$ cat src/rtl/core/assert_macros.svh
// assertion helpers, clocked on clk and disabled while rst_n is low
`ifndef ASSERT_MACROS_SVH
`define ASSERT_MACROS_SVH

// same-cycle implication
`define PAKF_ASSERT_IMP(lbl, ante, cons) \
  lbl: assert property (@(posedge clk) disable iff (!rst_n) (ante) |-> (cons)) \
    else $error("pakf assertion failed");

// next-cycle implication
`define PAKF_ASSERT_NXT(lbl, ante, cons) \
  lbl: assert property (@(posedge clk) disable iff (!rst_n) (ante) |=> (cons)) \
    else $error("pakf assertion failed");

`endif

$ cat src/rtl/core/pakf_pkg.sv
package pakf_pkg;

  localparam int NUM_JOINTS_DEF    = 12;
  localparam int CORDIC_STAGES_DEF = 16;
  localparam int ATAN_ENTRIES      = 24;

  localparam int CW  = 27;
  localparam int DW  = 31;
  localparam int JW  = 5;

  localparam logic signed [17:0] PI_Q13      = 18'sd25736;
  localparam logic signed [17:0] TWO_PI_Q13  = 18'sd51472;
  localparam logic signed [15:0] HALF_PI_Q13 = 16'sd12868;
  localparam logic signed [15:0] PI16_Q13    = 16'sd25736;
  localparam logic signed [CW-1:0] CORDIC_GAIN_Q24 = 27'sd10188014;
  localparam logic [15:0] LINK_LENGTH_RST = 16'd2731;
  localparam logic [JW-1:0] JOINT_COUNT_MAX = 5'd31;

  typedef struct packed {
    logic signed [15:0] a;
    logic               last;
    logic               flip;
  } pakf_csb_t;

  typedef struct packed {
    logic signed [15:0] ex;
    logic signed [15:0] ey;
    logic               neg;
    logic               cnt_err;
    logic [JW-1:0]      n;
  } pakf_dsb_t;

  function automatic logic signed [CW-1:0] atan_q24(input int idx);
    logic signed [CW-1:0] v;
    case (idx)
      0:  v = 27'sd13176795;
      1:  v = 27'sd7778716;
      2:  v = 27'sd4110060;
      3:  v = 27'sd2086331;
      4:  v = 27'sd1047214;
      5:  v = 27'sd524117;
      6:  v = 27'sd262123;
      7:  v = 27'sd131069;
      8:  v = 27'sd65536;
      9:  v = 27'sd32768;
      10: v = 27'sd16384;
      11: v = 27'sd8192;
      12: v = 27'sd4096;
      13: v = 27'sd2048;
      14: v = 27'sd1024;
      15: v = 27'sd512;
      16: v = 27'sd256;
      17: v = 27'sd128;
      18: v = 27'sd64;
      19: v = 27'sd32;
      20: v = 27'sd16;
      21: v = 27'sd8;
      22: v = 27'sd4;
      23: v = 27'sd2;
      default: v = '0;
    endcase
    return v;
  endfunction

endpackage

$ cat src/rtl/core/pakf_cordic_cell.sv
module pakf_cordic_cell
  import pakf_pkg::*;
#(
  parameter int IDX = 0
) (
  input  logic                 clk,
  input  logic                 rst_n,
  input  logic                 en,
  input  logic                 vld_in,
  input  logic signed [CW-1:0] x_in,
  input  logic signed [CW-1:0] y_in,
  input  logic signed [CW-1:0] z_in,
  input  pakf_csb_t            sb_in,
  output logic                 vld_out,
  output logic signed [CW-1:0] x_out,
  output logic signed [CW-1:0] y_out,
  output logic signed [CW-1:0] z_out,
  output pakf_csb_t            sb_out
);

  localparam logic signed [CW-1:0] ANGLE = atan_q24(IDX);

  logic signed [CW-1:0] dx, dy;
  logic signed [CW-1:0] x_nxt, y_nxt, z_nxt;
  logic                 vld_r;
  logic signed [CW-1:0] x_r, y_r, z_r;
  pakf_csb_t            sb_r;

  always_comb begin
    dx = y_in >>> IDX;
    dy = x_in >>> IDX;
    if (!z_in[CW-1]) begin
      x_nxt = x_in - dx;
      y_nxt = y_in + dy;
      z_nxt = z_in - ANGLE;
    end else begin
      x_nxt = x_in + dx;
      y_nxt = y_in - dy;
      z_nxt = z_in + ANGLE;
    end
  end

  always_ff @(posedge clk) begin
    if (!rst_n) begin
      vld_r <= 1'b0;
    end else if (en) begin
      vld_r <= vld_in;
    end
  end

  always_ff @(posedge clk) begin
    if (en) begin
      x_r  <= x_nxt;
      y_r  <= y_nxt;
      z_r  <= z_nxt;
      sb_r <= sb_in;
    end
  end

  assign vld_out = vld_r;
  assign x_out   = x_r;
  assign y_out   = y_r;
  assign z_out   = z_r;
  assign sb_out  = sb_r;

endmodule

$ cat config.mk
export PLATFORM = sky130hd
export DESIGN_NAME = pakf_cordic_cell
export DESIGN_NICKNAME = d
export VERILOG_FILES = /design/src/rtl/core/assert_macros.svh /design/src/rtl/core/pakf_pkg.sv /design/src/rtl/core/pakf_cordic_cell.sv
export SDC_FILE = /design/constraint.sdc
export NUM_CORES = 1
export LEC_CHECK = 0
export CAP_MARGIN = 30
export CORE_UTILIZATION = 23
export CTS_BUF_LIST = sky130_fd_sc_hd__clkbuf_4 sky130_fd_sc_hd__clkbuf_8
export CTS_CLUSTER_SIZE = 30
export DETAILED_ROUTE_END_ITERATION = 8
export DONT_BUFFER_PORTS = 1
export PLACE_DENSITY = 0.34
export SLEW_MARGIN = 20
export SYNTH_ARGS = -nofsm -noshare
export SYNTH_HDL_FRONTEND = slang
export SYNTH_SLANG_ARGS = --single-unit
$ cat constraint.sdc
create_clock -name clk -period 5.1 [get_ports clk]
set_clock_uncertainty 0.2 [all_clocks]
set_input_delay 0.255 -clock clk [delete_from_list [all_inputs] [get_ports clk]]
set_output_delay 0.255 -clock clk [all_outputs]
set_load 0.01 [all_outputs]
== After elaboration in Yosys (flattened, before gate mapping) ==
Index checks and enable logic that the tools add are counted.
Word-level totals
  bits of input ports: 103
  output and inout port bits: 100
  register bits after elaboration: 100
Operators by class
  add/sub/neg operators: 5
  multiplexer cells: 3
Operator list (count)
  27-bit two-way mux: 3
  27-bit subtractor: 2
  27-bit by 25-bit adder with 27-bit output, second input constant: 1
  27-bit adder: 1
  27-bit by 25-bit subtractor with 27-bit output, second input constant: 1

== Logic depth before layout (Yosys ltp) ==
  word-level depth: 2
  gate-level depth with buffers: 13

== Least setup slack after synthesis ==
OpenSTA, ideal clock, no wires.
  path kind: input to register
  start: input port z_in[26]
  end: register z_r[26], in the netlist z_out[26] (data pin)
  path buffers: 2
  stages: 13
  required time: 4.754 ns
  arrival: 3.219 ns
  setup slack: 1.535 ns
  cell sequence: clkbuf_1 inv_1 clkbuf_1 ha_1 nor2b_1 o31a_1 a21oi_2 a41oi_1 a211o_1 a21o_1 nor2b_4 a2111o_1 a21oi_1
Between the ends
  longest elaborated chain between the ends: 2
  elaborated cells between the ends (all ways): 3
  classes of those cells: add/sub (2); mux (1)
RTL lines
  start, declared: line pakf_cordic_cell.sv:12  | input logic signed [CW-1:0] z_in,
  27-bit by 25-bit subtractor with 27-bit output / 27-bit by 25-bit adder with 27-bit output (equally long branches): line pakf_cordic_cell.sv:35, pakf_cordic_cell.sv:39
  27-bit two-way mux *: line pakf_cordic_cell.sv:32  | if (!z_in[CW-1]) begin
  via z_nxt[26]: line pakf_cordic_cell.sv:24  | logic signed [CW-1:0] x_nxt, y_nxt, z_nxt;
  end signal, assigned: line pakf_cordic_cell.sv:55  | z_r <= z_nxt;
  end, declared: line pakf_cordic_cell.sv:26  | logic signed [CW-1:0] x_r, y_r, z_r;
The timed path passes the listed nets; every way through them passes the cells marked *.
A chain may end at the register's enable or synchronous reset.

== Final worst setup path ==
  start: input port y_in[0]
  end: register x_r[26], in the netlist x_out[26] (data pin)
Between the ends
  longest elaborated chain between the ends: 2
  elaborated cells between the ends (all ways): 3
  classes of those cells: add/sub (2); mux (1)
RTL lines
  start, declared: line pakf_cordic_cell.sv:11  | input logic signed [CW-1:0] y_in,
  27-bit subtractor / 27-bit adder (equally long branches): line pakf_cordic_cell.sv:33, pakf_cordic_cell.sv:37
  27-bit two-way mux *: line pakf_cordic_cell.sv:32
  via x_nxt[26]: line pakf_cordic_cell.sv:24
  end signal, assigned: line pakf_cordic_cell.sv:53  | x_r <= x_nxt;
  end, declared: line pakf_cordic_cell.sv:26
Marks and branches as above.

==> metrics.cfg <==
[status]
status = finished clean

[worst_hold_path]
hp-class = in2reg

[placed_design]
pre_cts_ws_ns = 1.528
dp_hpwl_um = 21780
gp_congestion = 0.7926
port_buffers = 0
place_inst = 1404

[sta]
rsz0062_at_grt = false
max_freq_ghz = 0.2922
maxSlewViolCount = 0
setup_viol = 0
setup_ws_ns = 1.678
period_needed_ns = 3.422
slew_headroom_pct = 52.41
worstMarginPinSlew_ns = 0.7138
finalSetupTns_ns = 0
hold_viol_final = 0
finalCritPeriodShare_pct = 67.11

[synth]
synth_compound_area_share_pct = 21.16
synth_edf_count = 98
synth_mux_area_share_pct = 2.658
yosys_warnings = 0
synthAdderAreaFrac_pct = 16.96
syn_nets = 1150
synth_flop_cell = edfxtp_1
avgSynthCellArea_um2 = 9.293
ys_seq_area_share_pct = 34.21
syn-instance-count = 932
synth_top_area_share_pct = 33.98
synth.cell_area_mm2 = 0.008661
synth_top_family_by_area = compound AO/OA/AOI/OAI gates
ys_types = 77
synthArstFlopShare_pct = 0
yosys.area_share.simple_pct = 11.99
synth_xor_xnor_area_share_pct = 7.281
synth_top_cell_by_area = edfxtp_1
synthTopCellsByArea = edfxtp_1 34%, ha_1 16%, a21oi_1 5.8%
synth-seq-cells = 99

[floorplan]
die_area_mm2 = 0.03844
ioPinCount = 203
die_h_um = 196.1
die_w_um = 196.1
rows = 70
initial_utilization_pct = 23.49
core_area_mm2 = 0.03687

[clock_network]
numCtsBuffers = 9
root_buffer = clkbuf_8
post_cts_buffers = 0
clock_path_buffers = 2
cts_max_level = 3
cts_num_sinks = 99
cts_resized = 0
cts_tree = done
ctsHoldBuffers = 26
path_clk_slew_ns = 0.11
clock_latency_ns = 0.38

[finish]
drive_gt1_share_pct = 4.034
stdcell_count = 1446
area_growth_pct = 10.99
fillCellCount = 3963
fin_nets = 1155
finalCoreUtilization_pct = 26.07
antennaDiodeCount = 0

[worst_setup_path]
cp.required_ns = 5.04
crit_type = in2reg
critPathCaptureType = flop
cp_max_fo = 3
cp-start-kind = input pin
critPathArrivalTime_ns = 3.36

[power_and_ir_drop]
power_density_mw_per_mm2 = 258.1
p_leak_nw = 3.880
switching_power_w = 0.0009255
p_int_w = 0.001556
finalPower_w = 0.002481
irDropWorstVdd_v = 0.0001071
clkPwrFrac_pct = 20.1
seq_power_share_pct = 48.5
swShare_pct = 37.30
pwr-share-comb_pct = 31.4

[detailed_routing]
drt_iter0_drc = 418
drc = 0
dr_total_vias = 6754
drtPass1Iterations = 5
antenna_left = 0
via_per_inst = 4.671
wl_per_cell_um = 19.53
wl_um = 28240

[grt]
antenna_found_initial = 0
grt_max_degree = 100
grt_remaining_overflow = 0
grt_first_pass_wirelength_um = 41920
groute.usage.overall_pct = 14.50
grt_pass1_vias = 6768

[run]
drv_cap = 0

synthesized netlist by cell type, drive strengths merged (4+ instances only):
library cell / n
inv: 88
xnor2: 57
nor3: 18
fa: 4
mux2i: 23
nand2b: 11
and2: 6
clkbuf: 19
a21oi: 103
o21a: 6
nand4: 4
o31ai: 4
xor2: 15
a221oi: 6
a31oi: 11
nand2: 48
nor2: 70
ha: 111
nand3: 14
a2111oi: 4
o21bai: 16
or2: 4
a211oi: 13
a21o: 21
nor2b: 17
o21ai: 66
nand3b: 4
edfxtp: 98
buf: 15
cell type report:
class	count	area [µm²]	area share (%)
clock buffers	10	131.4	1.367
flip-flops and latches	99	2963	30.82
inverters	91	341.6	3.553
multi-input cells	708	5201	54.11
well taps	504	630.6	6.560
clock inverters	6	42.54	0.4425
repair buffers	28	302.8	3.150
cells by family (layout without fill, tap and decap cells):
| logic type | Yosys count | after routing |
|---|---|---|
| flops | 99 | 99 |
| simple gates | 213 | 213 |
| xor+xnor | 72 | 72 |
| fa+ha+maj | 115 | 115 |
| buf+inv | 125 | 135 |
| compound gates | 285 | 285 |
| mux | 23 | 23 |
stage by stage:
step	area, µm²	hold WS [ns]
after global placement	9151	0.1539
after CTS	9613	0.0006057
after detailed placement	9151	0.1539
after global routing	9613	0.02266
final	9613	0.02772
after floorplan	8661	0.1539
cell usage in the layout, fill, tap and decap left out, types with 11 or more instances in the layout:
cell,count
nand2b_1,11
dlygate4sd3_1,24
nor3_1,18
xor2_1,15
a21o_1,21
o21bai_1,16
o21ai_0,57
nand3_1,14
a21oi_1,101
ha_1,111
inv_1,87
a211oi_1,12
edfxtp_1,98
nor2b_1,15
nand2_1,48
nor2_1,70
xnor2_1,57
mux2i_1,23
state kept, by name, indices dropped and copies added (netlist names):
| register | cells |
|---|---|
| sb_out | 18 |
| vld_out | 1 |
| x_out | 26 |
| y_out | 27 |
| z_out | 27 |
power by group through the flow:
stage               clock network (W)  logic (W)  registers [W]
CTS                          0.000536   0.000785        0.00121
finish                       0.000500   0.000779        0.00120
global placement                    0   0.000747        0.00123
floorplan                           0   0.000561        0.00117
detailed placement                  0   0.000739        0.00123
global route                 0.000557   0.000869        0.00121
final timing paths:
kind | slack (ns) | startpoint | cells past startpoint | endpoint
hold reg to reg | 0.94 | vld_out$_SDFFE_PN0P_ | 3 | vld_out$_SDFFE_PN0P_
setup reg to reg | 3.70 | vld_out$_SDFFE_PN0P_ | 3 | vld_out$_SDFFE_PN0P_
setup / recovery | 1.68 | y_in[0] | 12 | x_out[26]$_DFFE_PP_
hold / removal | 0.03 | y_in[26] | 2 | y_out[26]$_DFFE_PP_
worst max-delay path, stage by stage:
cell and delay, ns:
dlygate4sd3_1 0.53, ha_1 0.20, fa_1 0.21, nor2b_1 0.07
o21ai_0 0.31, a31oi_1 0.25, a211oi_1 0.43, nor3_1 0.13
or4b_1 0.62, nand2_1 0.10, a32oi_1 0.10, xor2_1 0.15
routing by layer:
| metal | global-route usage, % | wire length [µm] | vias to the layer above |
|---|---|---|---|
| li1 | - | - | 3355 |
| met1 | 20.02 | 13800 | 3220 |
| met2 | 23.58 | 12990 | 167 |
| met3 | 2.321 | 1196 | 12 |
| met4 | 3.356 | 252 | 0 |
| met5 | 0 | 0 | - |
Power figures use the tool's default switching activity.
