<file path="src/rtl/core/assert_macros.svh">
// assertion helpers, clocked on clk and disabled while rst_n is low
`ifndef ASSERT_MACROS_SVH
`define ASSERT_MACROS_SVH

// same-cycle implication
`define PAKF_ASSERT_IMP(lbl, ante, cons) \
  lbl: assert property (@(posedge clk) disable iff (!rst_n) (ante) |-> (cons)) \
    else $error("pakf assertion failed");

// next-cycle implication
`define PAKF_ASSERT_NXT(lbl, ante, cons) \
  lbl: assert property (@(posedge clk) disable iff (!rst_n) (ante) |=> (cons)) \
    else $error("pakf assertion failed");

`endif

</file>
<file path="src/rtl/core/pakf_pkg.sv">
package pakf_pkg;

  localparam int NUM_JOINTS_DEF    = 12;
  localparam int CORDIC_STAGES_DEF = 16;
  localparam int ATAN_ENTRIES      = 24;

  localparam int CW  = 27;
  localparam int DW  = 31;
  localparam int JW  = 5;

  localparam logic signed [17:0] PI_Q13      = 18'sd25736;
  localparam logic signed [17:0] TWO_PI_Q13  = 18'sd51472;
  localparam logic signed [15:0] HALF_PI_Q13 = 16'sd12868;
  localparam logic signed [15:0] PI16_Q13    = 16'sd25736;
  localparam logic signed [CW-1:0] CORDIC_GAIN_Q24 = 27'sd10188014;
  localparam logic [15:0] LINK_LENGTH_RST = 16'd2731;
  localparam logic [JW-1:0] JOINT_COUNT_MAX = 5'd31;

  typedef struct packed {
    logic signed [15:0] a;
    logic               last;
    logic               flip;
  } pakf_csb_t;

  typedef struct packed {
    logic signed [15:0] ex;
    logic signed [15:0] ey;
    logic               neg;
    logic               cnt_err;
    logic [JW-1:0]      n;
  } pakf_dsb_t;

  function automatic logic signed [CW-1:0] atan_q24(input int idx);
    logic signed [CW-1:0] v;
    case (idx)
      0:  v = 27'sd13176795;
      1:  v = 27'sd7778716;
      2:  v = 27'sd4110060;
      3:  v = 27'sd2086331;
      4:  v = 27'sd1047214;
      5:  v = 27'sd524117;
      6:  v = 27'sd262123;
      7:  v = 27'sd131069;
      8:  v = 27'sd65536;
      9:  v = 27'sd32768;
      10: v = 27'sd16384;
      11: v = 27'sd8192;
      12: v = 27'sd4096;
      13: v = 27'sd2048;
      14: v = 27'sd1024;
      15: v = 27'sd512;
      16: v = 27'sd256;
      17: v = 27'sd128;
      18: v = 27'sd64;
      19: v = 27'sd32;
      20: v = 27'sd16;
      21: v = 27'sd8;
      22: v = 27'sd4;
      23: v = 27'sd2;
      default: v = '0;
    endcase
    return v;
  endfunction

endpackage

</file>
<file path="src/rtl/core/pakf_div_cell.sv">
module pakf_div_cell
  import pakf_pkg::*;
(
  input  logic          clk,
  input  logic          rst_n,
  input  logic          en,
  input  logic          vld_in,
  input  logic [JW-1:0] rem_in,
  input  logic [DW-1:0] dvd_in,
  input  pakf_dsb_t     sb_in,
  output logic          vld_out,
  output logic [JW-1:0] rem_out,
  output logic [DW-1:0] dvd_out,
  output pakf_dsb_t     sb_out
);

  logic [JW:0]   trial;
  logic          ge;
  logic [JW-1:0] rem_nxt;
  logic [DW-1:0] dvd_nxt;
  logic          vld_r;
  logic [JW-1:0] rem_r;
  logic [DW-1:0] dvd_r;
  pakf_dsb_t     sb_r;

  always_comb begin
    trial   = {rem_in, dvd_in[DW-1]};
    ge      = trial >= {1'b0, sb_in.n};
    rem_nxt = ge ? JW'(trial - {1'b0, sb_in.n}) : trial[JW-1:0];
    dvd_nxt = {dvd_in[DW-2:0], ge};
  end

  always_ff @(posedge clk) begin
    if (!rst_n) begin
      vld_r <= 1'b0;
    end else if (en) begin
      vld_r <= vld_in;
    end
  end

  always_ff @(posedge clk) begin
    if (en) begin
      rem_r <= rem_nxt;
      dvd_r <= dvd_nxt;
      sb_r  <= sb_in;
    end
  end

  assign vld_out = vld_r;
  assign rem_out = rem_r;
  assign dvd_out = dvd_r;
  assign sb_out  = sb_r;

endmodule

</file>
<file path="config.mk">
export PLATFORM = sky130hd
export DESIGN_NAME = pakf_div_cell
export DESIGN_NICKNAME = d
export VERILOG_FILES = /design/src/rtl/core/assert_macros.svh /design/src/rtl/core/pakf_pkg.sv /design/src/rtl/core/pakf_div_cell.sv
export SDC_FILE = /design/constraint.sdc
export NUM_CORES = 1
export LEC_CHECK = 0
export BUFFER_PORTS_ARGS = -buffer_cell sky130_fd_sc_hd__buf_2
export CAP_MARGIN = 20
export CORE_MARGIN = 5
export CORE_UTILIZATION = 38
export CTS_CLUSTER_SIZE = 24
export DETAILED_ROUTE_END_ITERATION = 16
export GPL_ROUTABILITY_DRIVEN = 0
export PLACE_DENSITY = 0.78
export SYNTH_ARGS = -nofsm -noshare
export SYNTH_HDL_FRONTEND = slang
export SYNTH_SLANG_ARGS = --single-unit
</file>
<file path="constraint.sdc">
create_clock -name clk -period 2.1 [get_ports clk]
set_input_delay 0.42 -clock clk [delete_from_list [all_inputs] [get_ports clk]]
set_output_delay 0.42 -clock clk [all_outputs]
set_load 0.02 [all_outputs]
</file>
Yosys cells after proc, flatten, opt, wreduce, memory -nomap -nowiden

Cells that the tools add are included.

Add/subtract/negate cells: 1
$lt $le $gt $ge: 1
Mux-type cells: 1

Operators with widths:

| cell                                       | number |
|---|---|
| greater-or-equal comparator 6 x 5 -> 1 bit | 1 |
| 2-to-1 mux 5 bit                           | 1 |
| subtractor 5 bit                           | 1 |

Register bits after elaboration: 76
Logic and storage cells: 11

Logic depth before layout (Yosys ltp)

Gate-level depths: netlist (run 1).

Depth after elaboration: 2
Depth in mapped cells: 8

Worst setup path before layout (run 1)

OpenSTA, ideal clock, no wires.

Kind: in2reg
Start: in dvd_in[30]
End: reg rem_r[1], in the netlist rem_out[1] (data pin)
Data arrival time: 1.783 ns
Setup slack: 0.056 ns
Stages: 8
Path through: inv_1 -> ha_1 -> inv_1 -> fa_1 -> a21oi_2 -> o21ai_2 -> nor2_4 -> mux2_4

Longest elaborated chain between the ends: 2

RTL lines:

| item                                                                                  | line                                     | RTL |
|---|---|---|
| start, declared                                                                       | pakf_div_cell.sv:9                       | `input logic [DW-1:0] dvd_in,` |
| subtractor 5 bit / greater-or-equal comparator 6 x 5 -> 1 bit (equally long branches) | pakf_div_cell.sv:29, pakf_div_cell.sv:28 |  |
| 2-to-1 mux 5 bit *                                                                    | pakf_div_cell.sv:29                      | `rem_nxt = ge ? JW'(trial - {1'b0, sb_in.n}) : trial[JW-1:0];` |
| net rem_nxt[1]                                                                        | pakf_div_cell.sv:19                      | `logic [JW-1:0] rem_nxt;` |
| end signal, assigned                                                                  | pakf_div_cell.sv:43                      | `rem_r <= rem_nxt;` |
| end, declared                                                                         | pakf_div_cell.sv:22                      | `logic [JW-1:0] rem_r;` |

The timed path passes the listed nets; every way through them passes the cells marked *.
A chain may end at the register's enable or synchronous reset.

Worst setup path after layout (run 1)

Start: in dvd_in[30]
End: reg rem_r[3], in the netlist rem_out[3] (data pin)

The elaborated chain is that of the path after synthesis.

==> results of run 1 <==
==> stage by stage <==
stage               TNS [ns]  hold WS, ns
floorplan                  0        0.519
global placement      -0.227        0.499
detailed placement    -0.605        0.500
CTS                        0        0.235
global route               0        0.232
finish                     0        0.260
==> critical path: stages <==
cell and delay, ns:
buf_2 0.10, inv_1 0.07, ha_1 0.18, inv_1 0.06
fa_1 0.40, a21oi_2 0.18, o21ai_2 0.10, nor2_4 0.16
mux2_4 0.32
==> flip-flops by register name, summed over array words and instances, names as in the netlist <==
name / cells
dvd_out: 31
rem_out: 5
sb_out: 39
vld_out: 1
==> final cells by class <==
class,count,share of cell area
Timing Repair Buffer,159,0.225
Clock inverter,3,0.0109
Sequential cell,76,0.620
Tap cell,80,0.0273
Inverter,8,0.00819
Multi-Input combinational cell,29,0.0713
Clock buffer,13,0.0379
==> layout by cell type, fill, tap and decap left out <==
cell type	instances
a21oi_1	1
a21oi_2	1
buf_12	1
buf_2	153
buf_4	5
bufinv_16	1
clkbuf_1	4
clkbuf_8	9
clkinv_2	2
dfxtp_1	1
edfxtp_1	75
fa_1	1
ha_1	5
inv_1	8
mux2_4	3
mux2i_1	2
nand2_1	3
nand3b_1	1
nand4_1	1
nor2_1	3
nor2_4	1
nor2b_1	1
nor3_1	1
nor4_1	1
o21ai_2	2
xnor2_1	1
xor2_1	1
==> final timing paths <==
check / start / endpoint / slack, ns / cells past startpoint
worst max-delay path: dvd_in[30] / rem_out[3] / 0.18 / 9
worst min-delay path: dvd_in[24] / dvd_out[25] / 0.26 / 1
worst max register to register: vld_out / vld_out / 1.52 / 2
worst min register to register: vld_out / vld_out / 0.51 / 2
==> cells by family (layout without fill, tap and decap cells) <==
group / count (synthesis) / in the layout / synth area share
fa+ha+maj: 6 / 6 / 0.0322
flops: 76 / 76 / 0.886
mux: 5 / 5 / 0.0254
buf+inv: 8 / 183 / 0.0117
compound gates: 4 / 4 / 0.0122
simple gates: 12 / 12 / 0.0254
xor+xnor: 2 / 2 / 0.00683
==> metal layers <==
layer | vias up | track usage | wire (um)
met2 | 89 | 0.259 | 3340
met3 | 7 | 0.0771 | 720
met4 | 0 | 0.0631 | 73
met1 | 773 | 0.138 | 1940
li1 | 775 | - | -
met5 | - | 0 | 0
==> power breakdown <==
group          leakage, nW  switching [mW]  total (mW)  internal, mW
Combinational        0.789           0.307       0.491         0.185
Sequential           0.742          0.0281        1.84          1.81
Clock               0.0914           0.481        1.03         0.548
Total                 1.62           0.816        3.36          2.54
==> summary.md, run 1 <==
| Metric | Value |
|---|---|
| Layout cells sized above 1 | `0.618` |
| Leak | `1.62 nW` |
| H-tree depth | `3` |
| Prevailing post-synth register cell | `edfxtp_1` |
| Clk sinks | `76` |
| Required @ worst endpoint | `2.18 ns` |
| Outcome | `finished clean` |
| Core area | `6680 um^2` |
| Avg Synthesized Cell Area | `22.7 um^2` |
| PostCTS Resize Cnt | `0` |
| Num rows | `30` |
| EDFF count, synth | `75` |
| Die X | `92.1 um` |
| First-pass GRT wire length | `9320 um` |
| Synthesized net count | `198` |
| Reg area | `2270 um^2` |
| FILL cells | `592` |
| Post-synthesis sequential area ratio | `0.886` |
| Die H | `92.1 um` |
| RSZ-0062 raised after global routing | `false` |
| Synth unique cells | `20` |
| Final total power | `3.36 mW` |
| Cell taking the most area after synthesis | `edfxtp_1` |
| Hold WC Path Type | `in -> reg` |
| DP Worst Slack | `-0.172 ns` |
| Initial antenna violation count | `0` |
| Area Growth Syn to Fin | `43.0%` |
| P per Cell Area | `916 nW/um^2` |
| Final wirelength | `6080 um` |
| Final Max Tran Viols | `0` |
| Synth Cell Area | `2560 um^2` |
| Seq cells post-synth | `76` |
| First-pass detailed-route iteration total | `4` |
| Post-CTS Setup Inserts | `0` |
| Clock Path Buffers | `2` |
| Setup violations, final | `0` |
| Min cycle time layout | `1.92 ns` |
| Max-cap violations | `0` |
| WL/cell | `16.5 um` |
| Hold Buf Count CTS | `0` |
| I/O Buffers | `154` |
| CP Max Fanout | `4` |
| Global route overflow | `0` |
| GRT Total Usage | `0.146` |
| Starting DRC count in detailed routing | `30` |
| Vias | `1644` |
| Final WS setup | `0.178 ns` |
| Crit. End Element | `register` |
| FMAX | `0.520 GHz` |
| CTS Buf Count | `9` |
| Final hold vios | `0` |
| Vias in the first global route | `1817` |
| Dpl hpwl | `4800 um` |
| TritonCTS clock tree | `done` |
| DP Area | `3490 um^2` |
| Top-count cell post-synth | `edfxtp_1` |
| Post-Syn Instances | `113` |
| Residual DRC | `0` |
| Area contributors post-synth | `edfxtp_1 88%, ha_1 2.4%, mux2_4 1.8%` |
| YS warnings | `0` |
| Async SR Flop Fraction | `0` |
| Rel. slew slack | `0.805` |
| Drt via density | `4.47` |
| Largest net degree at the start of global routing | `43` |
| Worst EP arrival | `2.00 ns` |
| Insertion delay to the later sink of the worst-skew pair | `0.32 ns` |
| Fin crit share | `0.915` |
| Root Buffer | `clkbuf_8` |
| Final nets | `368` |
| Critical path class | `in -> reg` |
| Post-Layout Cell Count | `368` |
| Initial cell density of the core | `0.384` |
| Final Util | `0.549` |
| Final Cell Area | `3670 um^2` |
| Least-Margin Pin Slew | `0.292 ns` |
| Clock Skew | `0 ns` |
| DP Cell Count | `352` |
| Clock Pin Slew Worst Setup and Hold Paths | `0.08 ns` |
| Combined area of the multi-input logic cells | `262 um^2` |
| Top cells by count, synth | `75 x edfxtp_1, 8 x inv_1, 5 x ha_1` |
| Area share of the largest cell type after synthesis | `0.878` |
| ANT cells | `0` |
| CP Launch Type | `input port` |
| VDD IR max | `0.465 mV` |
| DIE AREA | `8490 um^2` |
| Top Ports | `155` |
| Post-route ant nets | `0` |
(Power assumes the default switching activity.)
==> inputs of run 2 (changes only) <==
--- a/config.mk
+++ b/config.mk
@@ -5,7 +5,7 @@
 export SDC_FILE = /design/constraint.sdc
 export NUM_CORES = 1
 export LEC_CHECK = 0
-export BUFFER_PORTS_ARGS = -buffer_cell sky130_fd_sc_hd__buf_2
+export BUFFER_PORTS_ARGS = -buffer_cell sky130_fd_sc_hd__buf_4
 export CAP_MARGIN = 20
 export CORE_MARGIN = 5
 export CORE_UTILIZATION = 38
==> run 2 against run 1 <==
Effect of this change:
- register-to-register slack hardly changed
- clock-buffer cell count is 3 lower
- worst hold slack worse by 0.0024 ns
- final area is 11% higher
- total power is 7.7% higher
- clock skew stayed put
- via count is 2.0% higher
- core utilization is 6.2 points higher
- worst setup slack better by 0.032 ns
- critical path depth stayed put
- critical path type unchanged
- critical endpoint is now rem_out[1]
==> summary.md, run 2 (synthesized netlist as in run 1, its figures left out) <==
| Metric | Value |
|---|---|
| Starting DRC count in detailed routing | `64 (+110%)` |
| Largest register FFs | `39 (unchanged)` |
| CP startpoint | `dvd_in[30]` |
| ANT cells | `0 (unchanged)` |
| Leak | `1.76 nW (+8.6%)` |
| FILL cells | `535 (-9.6%)` |
| Reg2reg setup slack | `1.52 ns (about the same)` |
| Crit. End Element | `register` |
| Largest net degree at the start of global routing | `43 (unchanged)` |
| CP Launch Type | `input port` |
| Setup crit end | `rem_out[1]` |
| Final nets | `367 (-0.27%)` |
| Post-Layout Cell Count | `367 (-0.27%)` |
| Reg-to-Reg Start | `vld_out` |
| First-pass detailed-route iteration total | `4 (unchanged)` |
| Critical path class | `in -> reg` |
| Required @ worst endpoint | `2.19 ns (about the same)` |
| Top Ports | `155 (unchanged)` |
| Core area | `6680 um^2 (unchanged)` |
| Vias in the first global route | `1798 (-1.0%)` |
| Final hold vios | `0 (unchanged)` |
| Initial cell density of the core | `0.384 (unchanged)` |
| Hold slack final | `0.258 ns (-0.00239 ns)` |
| FF-to-FF End | `vld_out` |
| Setup violations, final | `0 (unchanged)` |
| Area Growth Syn to Fin | `59.1%` |
| Rel. slew slack | `0.688 (-0.118)` |
| Post-CTS Setup Inserts | `0 (unchanged)` |
| Worst EP arrival | `1.98 ns (-0.02 ns)` |
| Die H | `92.1 um (unchanged)` |
| Global route overflow | `0 (unchanged)` |
| Worst Reg-to-Reg Cells | `2 (unchanged)` |
| P per Cell Area | `887 nW/um^2 (-3.2%)` |
| Final wirelength | `6090 um (+0.20%)` |
| Residual DRC | `0 (unchanged)` |
| Drt via density | `4.57 (+2.3%)` |
| RSZ-0062 raised after global routing | `false` |
| VDD IR max | `0.475 mV (+2.1%)` |
| DIE AREA | `8490 um^2 (unchanged)` |
| Clock Skew | `0 ns (unchanged)` |
| Num rows | `30 (unchanged)` |
| CTS Buf Count | `9 (unchanged)` |
| H-tree depth | `3 (unchanged)` |
| Final WS setup | `0.210 ns (+0.0323 ns)` |
| TritonCTS clock tree | `done` |
| Most frequent cells in the layout | `157 x buf_4, 75 x edfxtp_1, 9 x clkbuf_8, 8 x inv_1, 5 x ha_1` |
| Outcome | `finished clean` |
| Commonest non-fill, non-tap cell in the layout | `buf_4` |
| Max-cap violations | `0 (unchanged)` |
| Initial antenna violation count | `0 (unchanged)` |
| Insertion delay to the later sink of the worst-skew pair | `0.33 ns (about the same)` |
| Hold WC Path Type | `in -> reg` |
| Clock Path Buffers | `2 (unchanged)` |
| I/O Buffers | `154 (unchanged)` |
| Final Max Tran Viols | `0 (unchanged)` |
| GRT Total Usage | `0.144 (-0.00209)` |
| Post-route ant nets | `0 (unchanged)` |
| Vias | `1677 (+2.0%)` |
| FMAX | `0.529 GHz (+1.7%)` |
| Clock Pin Slew Worst Setup and Hold Paths | `0.08 ns (about the same)` |
| First-pass GRT wire length | `9110 um (-2.2%)` |
| Combined area of the multi-input logic cells | `262 um^2 (unchanged)` |
| Number of cells on the worst hold path | `1 (unchanged)` |
| Die X | `92.1 um (unchanged)` |
| Min cycle time layout | `1.89 ns (-0.0323 ns)` |
| Root Buffer | `clkbuf_8` |
| Clk sinks | `76 (unchanged)` |
| Reg area | `2270 um^2 (unchanged)` |
| Layout cells sized above 1 | `0.627 (+0.00912)` |
| Hold Buf Count CTS | `0 (unchanged)` |
| Least-Margin Pin Slew | `0.468 ns (+0.176 ns)` |
| PostCTS Resize Cnt | `0 (unchanged)` |
| Fin crit share | `0.900 (-0.0154)` |
| CP Max Fanout | `4 (unchanged)` |
| DP Cell Count | `351 (-0.28%)` |
| DP Worst Slack | `-0.144 ns (+0.0277 ns)` |
| WL/cell | `16.6 um (+0.47%)` |
| Dpl hpwl | `4740 um (-1.1%)` |
run 2: changes by cell type in the layout (fill, tap and decap cells not counted), sizes merged:
cell | before | now
buf | 159 | 158
clkinvlp | 0 | 2
bufinv | 1 | 2
clkbuf | 13 | 10
run 2: worst min path at each step:
stage | from | endpoint
final | sb_in[17] | sb_out[17]
after global routing | sb_in[8] | sb_out[8]
after CTS | sb_in[37] | sb_out[37]
after detailed placement | vld_out | vld_out
after global placement | vld_out | vld_out
after floorplan | dvd_in[9] | dvd_out[10]
run 2: cell type report:
type / instances / share of cell area
sequential: 76 / 0.557
timing repair buffer: 158 / 0.294
multi-input combinational: 29 / 0.0641
clock buffer: 10 / 0.0313
tap: 80 / 0.0245
clock inverter: 6 / 0.0218
inverter: 8 / 0.00736
run 2: worst max-delay path, cell delays in order:
cell     delay (ns)
buf_4          0.11
inv_1          0.06
ha_1           0.16
inv_1          0.06
fa_1           0.40
a21oi_2        0.19
o21ai_2        0.11
nor2_4         0.16
mux2_4         0.31
run 2: per-stage QoR:
stage	setup TNS (ns)	power [mW]	util	cell area (um^2)
5_1_grt	0	3.77	0.610	4080
6_report	0	3.62	0.610	4080
3_5_place_dp	-0.480	2.48	0.578	3860
3_3_place_gp	-0.268	2.46	0.578	3860
2_1_floorplan	0	2.12	-	2560
4_1_cts	0	3.67	0.610	4080
run 2: layer usage:
metal,global-route usage,share of wire
met1,0.143,0.35
met2,0.237,0.51
met3,0.0747,0.12
met4,0.0866,0.034
met5,0,0
run 2: where the power goes:
part / internal [mW] / switching [mW] / total [mW]
logic: 0.289 / 0.304 / 0.593
registers: 1.81 / 0.0351 / 1.84
clock network: 0.669 / 0.511 / 1.18
total: 2.77 / 0.850 / 3.62
